===== config.mk =====
export PLATFORM = sky130hd
export DESIGN_NAME = vads_ram
export DESIGN_NICKNAME = d
export VERILOG_FILES = /design/src/hdl/view_axis_depth_sort_defines.svh /design/src/hdl/vads_ram.sv
export SDC_FILE = /design/constraint.sdc
export NUM_CORES = 1
export LEC_CHECK = 0
export BUFFER_PORTS_ARGS = -buffer_cell sky130_fd_sc_hd__clkbuf_2
export CORE_MARGIN = 2
export CORE_UTILIZATION = 63
export DETAILED_ROUTE_END_ITERATION = 10
export GPL_TIMING_DRIVEN = 0
export PLACE_DENSITY = 0.84
export SLEW_MARGIN = 5
export SYNTH_ARGS = -nofsm -noshare
export SYNTH_HDL_FRONTEND = slang
export SYNTH_SLANG_ARGS = --single-unit

===== constraint.sdc =====
create_clock -name clk_i -period 3.9 [get_ports clk_i]
set_input_delay 0.78 -clock clk_i [delete_from_list [all_inputs] [get_ports clk_i]]
set_output_delay 0.78 -clock clk_i [all_outputs]
set_load 0.005 [all_outputs]

===== src/hdl/view_axis_depth_sort_defines.svh =====
// Assertion macros shared by the depth sort RTL.
`ifndef VIEW_AXIS_DEPTH_SORT_DEFINES_SVH
`define VIEW_AXIS_DEPTH_SORT_DEFINES_SVH

// Same-cycle implication, checked on every rising clock edge outside reset.
`define VADS_ASSERT_NOW(lbl, ante, cons, msg) \
  lbl: assert property (@(posedge clk_i) disable iff (!rst_ni) (ante) |-> (cons)) \
    else $error(msg);

// Next-cycle implication.
`define VADS_ASSERT_NXT(lbl, ante, cons, msg) \
  lbl: assert property (@(posedge clk_i) disable iff (!rst_ni) (ante) |=> (cons)) \
    else $error(msg);

`endif


===== src/hdl/vads_ram.sv =====
// Generic single-write, single-read RAM with registered read data.
`timescale 1ns / 1ps
module vads_ram #(
  parameter int WIDTH = 8,
  parameter int DEPTH = 16
) (
  input  logic                     clk_i,
  input  logic                     we_i,
  input  logic [$clog2(DEPTH)-1:0] waddr_i,
  input  logic [WIDTH-1:0]         wdata_i,
  input  logic [$clog2(DEPTH)-1:0] raddr_i,
  output logic [WIDTH-1:0]         rdata_o
);

  logic [WIDTH-1:0] mem_q [DEPTH];
  logic [WIDTH-1:0] rdata_q;

  always_ff @(posedge clk_i) begin
    if (we_i) begin
      mem_q[waddr_i] <= wdata_i;
    end
    rdata_q <= mem_q[raddr_i];
  end

  assign rdata_o = rdata_q;

endmodule


==> impl_metrics.json <==
{
  "outcome": "finished clean",
  "power_switching_mw": 0.648,
  "place_area_um2": 5400,
  "setup_violations": 0,
  "wl_um": 10300,
  "criticalPathCategory": "input port to flop",
  "required_ps": 4020,
  "power_mw": 3.28,
  "area_growth_syn_to_layout_pct": 15.7,
  "slew_violations": 0,
  "drt_iter0_markers": 415,
  "synth_area_um2": 5150,
  "tns_ps": 0,
  "slew-limit-headroom_pct": 18.3,
  "synthDistinctLibCells": 19,
  "r2r-start": "mem_q[10][4]",
  "layout.nets": 290,
  "critical_path_peak_fanout": 8,
  "grt_pass1_wl_um": 15100,
  "maxCapViolCount": 0,
  "synthXorXnorAreaFrac_pct": 0,
  "hold_buffers": 0,
  "critPathArrivalTime_ps": 2140,
  "die_width_um": 94.4,
  "portBuffers": 24,
  "first_pass_iters": 5,
  "place_ws_ps": 1170,
  "wl_per_cell_um": 26.6,
  "die_area_um2": 8910,
  "overflow": 0,
  "ys_seq_area_share_pct": 77.8,
  "drc": 0,
  "yosysTopAreaCellShare_pct": 74.7,
  "clockPowerShare_pct": 45.2,
  "rows": 32,
  "vdd_ir_drop_max_mv": 0.412,
  "clock_latency_ps": 510,
  "cts_resized": 0,
  "start_kind": "input port",
  "synth.area.mux_share_pct": 15.0,
  "synth_fa_ha_area_share_pct": 0,
  "fin_ws_ps": 1880,
  "io_pins": 26,
  "p_int_mw": 2.64,
  "root_buffer": "clkbuf_8",
  "rsz0062_at_grt": "false",
  "antennaDiodeCount": 0,
  "drive_gt1_share_pct": 28.8,
  "clock-sinks": 136,
  "synth-seq-cells": 136,
  "antenna_found_initial": 1,
  "swShare_pct": 19.7,
  "p_seq_share_pct": 50.1,
  "fp.coreArea_um2": 7810,
  "yosysWarnings": 0,
  "viasPerCell": 6.56,
  "syn-num-nets": 247,
  "initial_utilization_pct": 65.9,
  "max_freq_mhz": 496,
  "vias": 2538,
  "p_comb_share_pct": 4.7,
  "post-route-min-period_ps": 2020,
  "gp_congestion": 0.758,
  "synth_compound_area_share_pct": 2.33,
  "final_common_cell": "edfxtp_1",
  "cts_buffers": 17,
  "power.leakage_nw": 2.01,
  "hold_class": "flop to flop",
  "synth_simple_gate_area_share_pct": 3.18,
  "power_density_nw_per_um2": 551,
  "clkSlewWorstSetupHoldPaths_ps": 60,
  "place_hpwl_um": 5880,
  "grt_pass1_vias": 2507,
  "tightest_slew_ps": 1220,
  "syn_inst": 229,
  "yosys-top-cells-area": "edfxtp_1, mux4_2, mux4_1",
  "cts_tree": "done",
  "hold_violations": 0,
  "synth_top_cell_by_area": "edfxtp_1",
  "synth_area_per_cell_um2": 22.5,
  "crit_path_start": "waddr_i[2]",
  "cts_max_path_buffers": 2,
  "cp-end-kind": "flop",
  "grt_usage_pct": 25.5,
  "r2r_slack_ps": 2440,
  "mostFrequentLayoutCells": "edfxtp_1, clkbuf_2, mux4_2, a22oi_1, clkbuf_16",
  "finClkSkew_ps": 9.02,
  "synth_top_family_by_area": "multiplexers",
  "finalCritPeriodShare_pct": 51.7,
  "htreeDepth": 4,
  "ant_nets": 0,
  "min-delay-start": "mem_q[11][2]",
  "grt_max_degree": 17,
  "post_cts_buffers": 0,
  "fin_area_um2": 5960,
  "fp.dieH_um": 94.4
}
[path summary, 6_finish.rpt]
path | end | cells past startpoint
max | mem_q[8][7] | 3
min | rdata_o[2] | 3
max reg2reg | rdata_o[4] | 3
min reg2reg | rdata_o[2] | 3
[synthesized netlist by cell type]
| cell type | n |
|---|---|
| nand2_1 | 9 |
| mux4_1 | 14 |
| buf_2 | 3 |
| a22oi_1 | 16 |
| or3b_2 | 1 |
| nand2b_1 | 2 |
| nand3_1 | 1 |
| dfxtp_1 | 8 |
| mux4_2 | 18 |
| buf_4 | 1 |
| and2b_1 | 1 |
| nand3b_1 | 2 |
| nor2_1 | 13 |
| nor3_1 | 4 |
| and2_1 | 1 |
| buf_6 | 3 |
| edfxtp_1 | 128 |
| clkdlybuf4s25_2 | 3 |
| nor2b_1 | 1 |
[stage by stage]
step                util, %  hold WS (ps)  std cells
floorplan                 -           629        229
global placement       69.1           666        355
detailed placement     69.1           674        355
CTS                    76.2           689        387
global route           76.3           723        387
finish                 76.3           689        387
[critical path, stage by stage]
cell	delay (ps)
clkbuf_2	100
nand3b_1	270
nor3_1	980
[state kept, by name, indices dropped and copies added (netlist names)]
name	cells
rdata_o	8
mem_q	128
[power groups by stage]
| stage | clock, mW | combinational [mW] | sequential (mW) |
|---|---|---|---|
| floorplan | 0 | 0.0829 | 1.67 |
| global placement | 0 | 0.146 | 1.67 |
| detailed placement | 0 | 0.152 | 1.67 |
| CTS | 1.49 | 0.155 | 1.65 |
| global route | 1.55 | 0.167 | 1.65 |
| finish | 1.48 | 0.155 | 1.65 |
[layer usage]
metal,track usage (%),wire length [µm],share of wire [%],vias to the layer above
li1,-,-,-,1056
met1,36.4,4000,39,1311
met2,38.6,5110,50,148
met3,6.94,921,9.0,21
met4,10.5,233,2.3,2
met5,0,13,0.13,-
[final cells by class]
class / instances / area [µm²]
Sequential cell: 136 / 4000
Fill cell: 408 / 1850
Clock buffer: 23 / 457
Clock inverter: 9 / 100
Buffer: 10 / 86.3
Timing Repair Buffer: 24 / 120
Multi-Input combinational cell: 83 / 1060
Tap cell: 102 / 128
[cells by family (layout without fill, tap and decap cells)]
group / count (synthesis) / in the layout
muxes: 32 / 32
buffers and inverters: 10 / 66
DFF: 136 / 136
AOI/OAI and AO/OA: 16 / 16
and+or+nand+nor: 35 / 35
Note: power is estimated with default switching activity, not from simulation.
